==> config.mk <==
export PLATFORM = sky130hd
export DESIGN_NAME = h264_rtp_fu_a_packetizer
export DESIGN_NICKNAME = d
export VERILOG_FILES = /design/src/h264fu_pkg.sv /design/src/h264_rtp_fu_a_packetizer.sv /design/src/h264fu_step.sv
export SDC_FILE = /design/constraint.sdc
export NUM_CORES = 1
export LEC_CHECK = 0
export BUFFER_PORTS_ARGS = -buffer_cell sky130_fd_sc_hd__buf_2
export CORE_MARGIN = 1
export CORE_UTILIZATION = 50
export CTS_CLUSTER_SIZE = 24
export DETAILED_ROUTE_END_ITERATION = 7
export PLACE_DENSITY_LB_ADDON = 0.12
export SYNTH_ARGS = -nofsm -noshare
export SYNTH_HDL_FRONTEND = slang
export SYNTH_SLANG_ARGS = --single-unit
==> constraint.sdc <==
create_clock -name clk -period 4 [get_ports clk]
set_input_delay 0.4 -clock clk [delete_from_list [all_inputs] [get_ports clk]]
set_output_delay 0.4 -clock clk [all_outputs]
set_load 0.01 [all_outputs]
==> src/h264fu_pkg.sv <==
// ----------------------------------------------------------------------------
// h264fu_pkg
// Shared types, constants and helpers of the H.264 RTP FU-A packetizer.
// ----------------------------------------------------------------------------
`default_nettype none

package h264fu_pkg;

  localparam int NAL_LEN_W     = 16;
  localparam int PAY_W         = 13;
  localparam int SEQ_W         = 16;
  localparam int TS_W          = 32;
  localparam int CFG_IDX_W     = 1;
  localparam int CFG_DATA_W    = 32;
  localparam int MAX_NAL_BYTES_DEF = 65535;

  // configuration register indexes
  localparam logic [CFG_IDX_W-1:0] REG_MAX_PAYLOAD = 1'd0;
  localparam logic [CFG_IDX_W-1:0] REG_TS_STEP     = 1'd1;

  localparam logic [PAY_W-1:0] MAX_PAYLOAD_RST = 13'd1400;
  localparam logic [TS_W-1:0]  TS_STEP_RST     = 32'd3600;
  localparam logic [PAY_W-1:0] PAYLOAD_MIN     = 13'd3;
  localparam logic [PAY_W-1:0] PAYLOAD_MAX     = 13'd4096;

  localparam logic [7:0] NAL_TYPE_MASK = 8'h1F;
  localparam logic [7:0] NAL_FNRI_MASK = 8'hE0;
  localparam logic [7:0] FU_A_TYPE     = 8'd28;
  localparam logic [7:0] FU_S_BIT      = 8'h80;
  localparam logic [7:0] FU_E_BIT      = 8'h40;
  localparam logic [7:0] NAL_TYPE_SPS  = 8'd7;
  localparam logic [7:0] NAL_TYPE_PPS  = 8'd8;

  typedef struct packed {
    logic             frag_mode;
    logic [7:0]       held_hdr;
    logic [PAY_W-1:0] fill;
    logic             first_frag;
    logic [SEQ_W-1:0] seq;
    logic [TS_W-1:0]  ts;
  } state_t;

  // up to three payload bytes caused by one input byte
  typedef struct packed {
    logic [1:0]      cnt;
    logic [2:0][7:0] bytes;
    logic            first;   // packet start on bytes[0]
    logic            final_b; // packet end on the last byte
  } res_t;

  function automatic logic is_param_set(input logic [7:0] hdr);
    logic [7:0] t;
    t = hdr & NAL_TYPE_MASK;
    return (t == NAL_TYPE_SPS) || (t == NAL_TYPE_PPS);
  endfunction

endpackage

`default_nettype wire

==> src/h264_rtp_fu_a_packetizer.sv <==
// ----------------------------------------------------------------------------
// h264_rtp_fu_a_packetizer
// RFC 6184 packetizer: single NAL unit packets and FU-A fragmentation.
// ----------------------------------------------------------------------------
// Feed one NAL unit byte per cycle while in_tready is high, header byte first
// with in_tuser high and the NAL length in in_tdata. Ordinary bytes pass
// straight through; the header byte of a NAL that needs fragmenting is absorbed
// with no output; the first body byte of each FU-A fragment puts three bytes
// out (FU indicator, FU header, byte), during which in_tready drops. The
// three-entry result register drains one byte per cycle while out_tready is
// high and takes the next input in the cycle its last entry leaves. Sequence
// number and timestamp ride with every payload byte.
`default_nettype none

module h264_rtp_fu_a_packetizer #(
  parameter int MAX_NAL_BYTES = h264fu_pkg::MAX_NAL_BYTES_DEF
) (
  input  wire  logic                                 clk,
  input  wire  logic                                 rst_n,
  input  wire  logic                                 in_tvalid,
  output logic                                       in_tready,
  input  wire  logic [23:0]                          in_tdata,  // data_byte, nal_length
  input  wire  logic                                 in_tuser,  // nal_start
  output logic                                       out_tvalid,
  input  wire  logic                                 out_tready,
  output logic [55:0]                                out_tdata, // payload_byte, sequence_out,
                                                                // timestamp_out
  output logic [1:0]                                 out_tuser, // packet_first, last_of_item
  output logic                                       out_tlast, // packet_final
  input  wire  logic                                 cfg_we,
  input  wire  logic [h264fu_pkg::CFG_IDX_W-1:0]     cfg_index,
  input  wire  logic [h264fu_pkg::CFG_DATA_W-1:0]    cfg_data
);

  localparam int BL_W = ($clog2(MAX_NAL_BYTES) < h264fu_pkg::NAL_LEN_W) ?
                        $clog2(MAX_NAL_BYTES) : h264fu_pkg::NAL_LEN_W;

  logic [h264fu_pkg::PAY_W-1:0] max_pl_r;
  logic [h264fu_pkg::TS_W-1:0]  ts_step_r;
  logic [h264fu_pkg::PAY_W-1:0] max_eff;

  h264fu_pkg::state_t st_r, st_nxt;
  logic [BL_W-1:0]    bl_r, bl_nxt;
  h264fu_pkg::res_t   res;

  logic [1:0]                   ob_cnt_r;
  logic [2:0][7:0]              ob_bytes_r;
  logic                         ob_first_r;
  logic                         ob_final_r;
  logic [h264fu_pkg::SEQ_W-1:0] ob_seq_r;
  logic [h264fu_pkg::TS_W-1:0]  ob_ts_r;

  logic take, in_fire;

  always_ff @(posedge clk) begin
    if (!rst_n) begin
      max_pl_r  <= h264fu_pkg::MAX_PAYLOAD_RST;
      ts_step_r <= h264fu_pkg::TS_STEP_RST;
    end else if (cfg_we) begin
      unique case (cfg_index)
        h264fu_pkg::REG_MAX_PAYLOAD: max_pl_r  <= cfg_data[h264fu_pkg::PAY_W-1:0];
        h264fu_pkg::REG_TS_STEP:     ts_step_r <= cfg_data[h264fu_pkg::TS_W-1:0];
        default: ;
      endcase
    end
  end

  assign max_eff = (max_pl_r < h264fu_pkg::PAYLOAD_MIN) ? h264fu_pkg::PAYLOAD_MIN :
                   (max_pl_r > h264fu_pkg::PAYLOAD_MAX) ? h264fu_pkg::PAYLOAD_MAX :
                   max_pl_r;

  h264fu_step #(
    .MAX_NAL_BYTES (MAX_NAL_BYTES)
  ) u_step (
    .st         (st_r),
    .bl         (bl_r),
    .data_byte  (in_tdata[7:0]),
    .nal_start  (in_tuser),
    .nal_length (in_tdata[23:8]),
    .max_pl     (max_eff),
    .ts_step    (ts_step_r),
    .st_nxt     (st_nxt),
    .bl_nxt     (bl_nxt),
    .res        (res)
  );

  assign out_tvalid = (ob_cnt_r != 2'd0);
  assign take       = out_tvalid && out_tready;
  assign in_tready  = (ob_cnt_r == 2'd0) || (take && (ob_cnt_r == 2'd1));
  assign in_fire    = in_tvalid && in_tready;

  always_ff @(posedge clk) begin
    if (!rst_n) begin
      st_r     <= '0;
      bl_r     <= '0;
      ob_cnt_r <= 2'd0;
    end else begin
      if (in_fire) begin
        st_r <= st_nxt;
        bl_r <= bl_nxt;
      end
      if (in_fire && (res.cnt != 2'd0)) begin
        ob_cnt_r <= res.cnt;
      end else if (take) begin
        ob_cnt_r <= ob_cnt_r - 2'd1;
      end
    end
  end

  // payload side, no reset needed; the count qualifies it
  always_ff @(posedge clk) begin
    if (in_fire && (res.cnt != 2'd0)) begin
      // three-byte group loads in emit order; a single byte goes to entry 0
      ob_bytes_r <= (res.cnt == 2'd3) ? res.bytes : {res.bytes[2:1], res.bytes[0]};
      ob_first_r <= res.first;
      ob_final_r <= res.final_b;
      ob_seq_r   <= st_r.seq;
      ob_ts_r    <= st_r.ts;
    end else if (take) begin
      ob_bytes_r <= {8'h00, ob_bytes_r[2:1]};
      ob_first_r <= 1'b0;
    end
  end

  assign out_tdata = {ob_ts_r, ob_seq_r, ob_bytes_r[0]};
  assign out_tuser = {(ob_cnt_r == 2'd1), ob_first_r};
  assign out_tlast = ob_final_r && (ob_cnt_r == 2'd1);

endmodule

`default_nettype wire

==> src/h264fu_step.sv <==
// ----------------------------------------------------------------------------
// h264fu_step
// Per-byte packetizing decision: next state and the payload bytes to emit.
// ----------------------------------------------------------------------------
`default_nettype none

module h264fu_step #(
  parameter  int MAX_NAL_BYTES = h264fu_pkg::MAX_NAL_BYTES_DEF,
  localparam int BL_W = ($clog2(MAX_NAL_BYTES) < h264fu_pkg::NAL_LEN_W) ?
                        $clog2(MAX_NAL_BYTES) : h264fu_pkg::NAL_LEN_W
) (
  input  wire  h264fu_pkg::state_t                     st,
  input  wire  logic [BL_W-1:0]                        bl,
  input  wire  logic [7:0]                             data_byte,
  input  wire  logic                                   nal_start,
  input  wire  logic [h264fu_pkg::NAL_LEN_W-1:0]       nal_length,
  input  wire  logic [h264fu_pkg::PAY_W-1:0]           max_pl,
  input  wire  logic [h264fu_pkg::TS_W-1:0]            ts_step,
  output h264fu_pkg::state_t                           st_nxt,
  output logic [BL_W-1:0]                              bl_nxt,
  output h264fu_pkg::res_t                             res
);

  logic [h264fu_pkg::NAL_LEN_W-1:0] len_nz;
  logic [h264fu_pkg::NAL_LEN_W-1:0] total;
  logic                             fits;
  logic [BL_W-1:0]                  bl_dec;
  logic                             bl_last;
  logic [h264fu_pkg::PAY_W-1:0]     fill_inc;
  logic                             frag_last;
  logic [7:0]                       fu_ind;
  logic [7:0]                       fu_hdr;
  logic                             close_pkt;
  logic                             adv_time;

  assign len_nz = (nal_length == '0) ? h264fu_pkg::NAL_LEN_W'(1) : nal_length;
  assign total  = (32'(len_nz) > 32'(MAX_NAL_BYTES)) ?
                  h264fu_pkg::NAL_LEN_W'(MAX_NAL_BYTES) : len_nz;
  assign fits   = total <= h264fu_pkg::NAL_LEN_W'(max_pl);

  assign bl_dec    = bl - BL_W'(1);
  assign bl_last   = (bl_dec == '0);
  assign fill_inc  = st.fill + h264fu_pkg::PAY_W'(1);
  assign frag_last = bl_last || (fill_inc >= max_pl);

  assign fu_ind = (st.held_hdr & h264fu_pkg::NAL_FNRI_MASK) | h264fu_pkg::FU_A_TYPE;
  assign fu_hdr = (st.held_hdr & h264fu_pkg::NAL_TYPE_MASK)
                | (st.first_frag ? h264fu_pkg::FU_S_BIT : 8'h00)
                | ((h264fu_pkg::NAL_LEN_W'(bl) <= h264fu_pkg::NAL_LEN_W'(max_pl)) ?
                   h264fu_pkg::FU_E_BIT : 8'h00);

  always_comb begin
    st_nxt    = st;
    bl_nxt    = bl;
    res       = '0;
    close_pkt = 1'b0;
    adv_time  = 1'b0;
    if (nal_start) begin
      st_nxt.held_hdr = data_byte;
      st_nxt.fill     = '0;
      bl_nxt          = BL_W'(total - h264fu_pkg::NAL_LEN_W'(1));
      if (fits) begin
        st_nxt.frag_mode  = 1'b0;
        st_nxt.first_frag = 1'b0;
        res.cnt           = 2'd1;
        res.bytes[0]      = data_byte;
        res.first         = 1'b1;
        res.final_b       = (total == h264fu_pkg::NAL_LEN_W'(1));
        close_pkt         = res.final_b;
        adv_time          = res.final_b && !h264fu_pkg::is_param_set(data_byte);
      end else begin
        // header is held back, nothing goes out yet
        st_nxt.frag_mode  = 1'b1;
        st_nxt.first_frag = 1'b1;
      end
    end else if (bl != '0) begin
      bl_nxt = bl_dec;
      if (!st.frag_mode) begin
        res.cnt      = 2'd1;
        res.bytes[0] = data_byte;
        res.final_b  = bl_last;
        close_pkt    = bl_last;
        adv_time     = bl_last && !h264fu_pkg::is_param_set(st.held_hdr);
      end else begin
        if (st.fill == '0) begin
          res.cnt           = 2'd3;
          res.bytes[0]      = fu_ind;
          res.bytes[1]      = fu_hdr;
          res.bytes[2]      = data_byte;
          res.first         = 1'b1;
          st_nxt.first_frag = 1'b0;
        end else begin
          res.cnt      = 2'd1;
          res.bytes[0] = data_byte;
        end
        res.final_b = frag_last;
        st_nxt.fill = frag_last ? '0 : fill_inc;
        close_pkt   = frag_last;
        if (bl_last) begin
          st_nxt.frag_mode = 1'b0;
          adv_time         = 1'b1;
        end
      end
    end
    if (close_pkt) begin
      st_nxt.seq = st.seq + h264fu_pkg::SEQ_W'(1);
    end
    if (adv_time) begin
      st_nxt.ts = st.ts + ts_step;
    end
  end

endmodule

`default_nettype wire

==> out/qor.txt <==
Critical path class = reg -> reg
Final setup fails = 0
Final std cells w/o fill = 1671
Synth top area share = 23.5%
Area leader, netlist = dfxtp_1
Clk Latency, worst-skew pair = 510 ps
Slew at the pin closest to its max-slew limit = 791 ps
Synthesized cell area = 0.0114 mm²
Multiplexer share of the synthesized area = 3.17%
Overflow after GRT = 0
Largest net degree at the start of global routing = 46
R2r setup slk = 360 ps
Total track usage = 23.3%
Worst setup SP type = register
Worst hold path class = in -> reg
Clk sinks = 208
First-pass GRT wire length = 44.7 mm
Clock root cell = clkbuf_16
Power per cell area = 512 mW/mm²
Status = finished clean
Register area = 0.00490 mm²
Vias = 9394
Max Cap Viol = 0
Sequential power share = 41.3%
Async S/R FF share, synth = 0%
Reg clk slew, reported paths = 60 ps
TritonCTS Buffers = 24
Flops & latches, synth = 208
Req. time, crit path = 4380 ps
Drt pass-1 iters = 5
CP max FO = 16
Initial antenna violation count = 0
Compound-Gate Fraction of Synth Area = 15.7%
Die Y = 153 µm
Unique masters post-synth = 82
Cell-internal power = 0.00461 W
I/O Pins = 124
YS warnings = 0
Most used flip-flop cell after synthesis = dfxtp_1
DRT iter0 DRCs = 444
Adder-Cell Fraction of Synth Area = 8.95%
Final worst-path cycle share = 90.9%
Starting Density = 51.7%
Most frequent cells after synthesis = nand2_1 (189), dfxtp_1 (134), nor2_1 (116)
N_diodes = 0
H-Tree Depth = 1
Max Slew Vio Count = 0
Sw power = 0.00211 W
Remaining DRCs = 0
Final min period = 3640 ps
Die area = 0.0234 mm²
Layout cell share with drive strength beyond 1 = 15.5%
Post-Synthesis Cells = 1267
CTS Buffer Depth = 3
Port Buffers = 123
Multi-input logic area = 0.00602 mm²
DIE WIDTH = 153 µm
Max Fclk = 0.275 GHz
Final Hold Viols = 0
Switching share of total power = 31.4%
Row cnt = 54
CTS tree = built
Main area contributors after synthesis = dfxtp_1 (24%), edfxtp_1 (19%), ha_1 (8.8%)
Xor/xnor share of the synthesized area = 3.99%
Dpl cells = 1626
Post-DP Area = 0.0123 mm²
Routed WL per cell = 16.4 µm
Setup TNS Final = 0 ps
Setup repair after global routing missed its margin = false
Syn Area/Cell = 9.01 µm²
Register area share after synthesis = 43.0%
Core area = 0.0221 mm²
Post-route cell area = 0.0131 mm²
Routed Antenna Nets = 0
Synth Area in Simple Gates = 20.8%
Leak = 5.66 nW
Worst ir drop on vdd = 0.358 mV
# hold bufs at CTS = 0
Most common cell in the netlist = nand2_1
Worst EP arrival = 4020 ps
Syn-to-layout area delta = 14.9%
Clk pwr share = 33.0%
Vias in the first global route = 8719
Slew HR = 47.3%
DP HPWL = 19.9 mm
Power share of the combinational group = 25.7%
Vias/cell = 5.62
EDFF count, synth = 74
FILL cells = 1955
Routed wire length = 27.3 mm
Worst setup EP type = register
RD Place Congestion = 0.885
Fin Clk Skew = 10.1 ps
Largest family of logic cells by synthesized area = simple AND/OR/NAND/NOR gates
Nets = 1517
Mapped Nets = 1411
[final cells by class]
| class | count | share of cell area, % |
|---|---|---|
| timing repair buffer | 154 | 6.91 |
| inverter | 33 | 0.954 |
| tap | 280 | 2.67 |
| clock inverter | 10 | 0.973 |
| sequential | 208 | 37.4 |
| multi-input combinational | 952 | 45.9 |
| clock buffer | 34 | 5.18 |
[per-stage QoR]
step / hold slack (ps) / util [%] / total power [W] / setup WS [ps]
after floorplan: 417 / - / 0.00404 / 403
after global placement: 437 / 55.5 / 0.00450 / 31.0
after detailed placement: 446 / 55.5 / 0.00452 / -59.6
after CTS: 111 / 59.2 / 0.00676 / 0.727
after global routing: 129 / 59.4 / 0.00706 / 14.4
final: 123 / 59.4 / 0.00671 / 362
[critical path: stages (launching register included)]
cell      delay [ps]
dfxtp_1          320
nor4_1           310
nand3_1          170
nand2b_1         110
nand2_1          130
ha_1             340
nor2b_1          140
o21a_1           150
o21ai_0          140
a211oi_1          90
a211oi_1         220
o21ai_1          180
buf_4            190
nor3_2           230
o211a_1          270
buf_8            230
mux2i_1          230
nor2_1            50
[power by group through the flow]
stage | Clock (W) | Sequential, W | Combinational [W]
after floorplan | 0 | 0.00278 | 0.00126
after global placement | 0 | 0.00281 | 0.00169
after detailed placement | 0 | 0.00281 | 0.00171
after CTS | 0.00227 | 0.00277 | 0.00172
after global routing | 0.00233 | 0.00280 | 0.00193
final | 0.00222 | 0.00277 | 0.00173
[placed cells by master, fill, tap and decap left out, drive strengths merged, types with 6 or more instances in the layout]
cell	n
mux2i	35
o21ai	53
a22oi	16
edfxtp	74
xnor2	30
nand3	47
dfxtp	134
nand2	190
nand4	16
nor2b	13
inv	30
ha	80
xor2	22
a211oi	12
a22o	7
clkbuf	34
and2	13
clkinv	8
nand2b	26
a21oi	115
nor2	118
or3	6
a31oi	8
buf	154
nor4	14
o21a	7
a21o	26
and3	22
nor3	14
[sequential cells by signal (all words and copies together) (netlist names), 2 cells and up]
name	flops
st_r	71
ob_ts_r	32
ts_step_r	32
bl_r	16
ob_bytes_r	16
ob_seq_r	16
max_pl_r	13
out_tdata	8
ob_cnt_r	2
[cell families after synthesis]
kind of cell,count (synthesis)
buffers and inverters,107
DFF,208
adders and majority gates,81
AOI/OAI and AO/OA,284
and+or+nand+nor,499
xor gates and xnor gates,52
muxes,36
[final timing paths]
path                                   start             to  depth (start not counted)
worst min-delay path            cfg_data[17]  ts_step_r[17]                          3
worst min register to register      st_r[31]    ob_ts_r[31]                          0
worst max register to register   max_pl_r[2]        st_r[3]                         17
worst max-delay path             max_pl_r[2]        st_r[3]                         17
[metal layers]
metal  part of all wire [%]  GRT usage (%)  up-vias  wire (µm)
met5                      0              0        -          0
met2                     45           38.7      255      12400
met3                    5.9           3.15       36       1620
met1                     47           32.3     4382      12800
met4                    1.9           5.24        0        519
li1                       -              -     4721          -
[timing repair]
action                     CTS  global route
pin swaps                    0             2
buffers inserted             0             1
setup endpoints to repair   13            97
resized for setup            1             7
hold endpoints to repair     0             0
No activity file was read; power rests on OpenSTA's default activity.
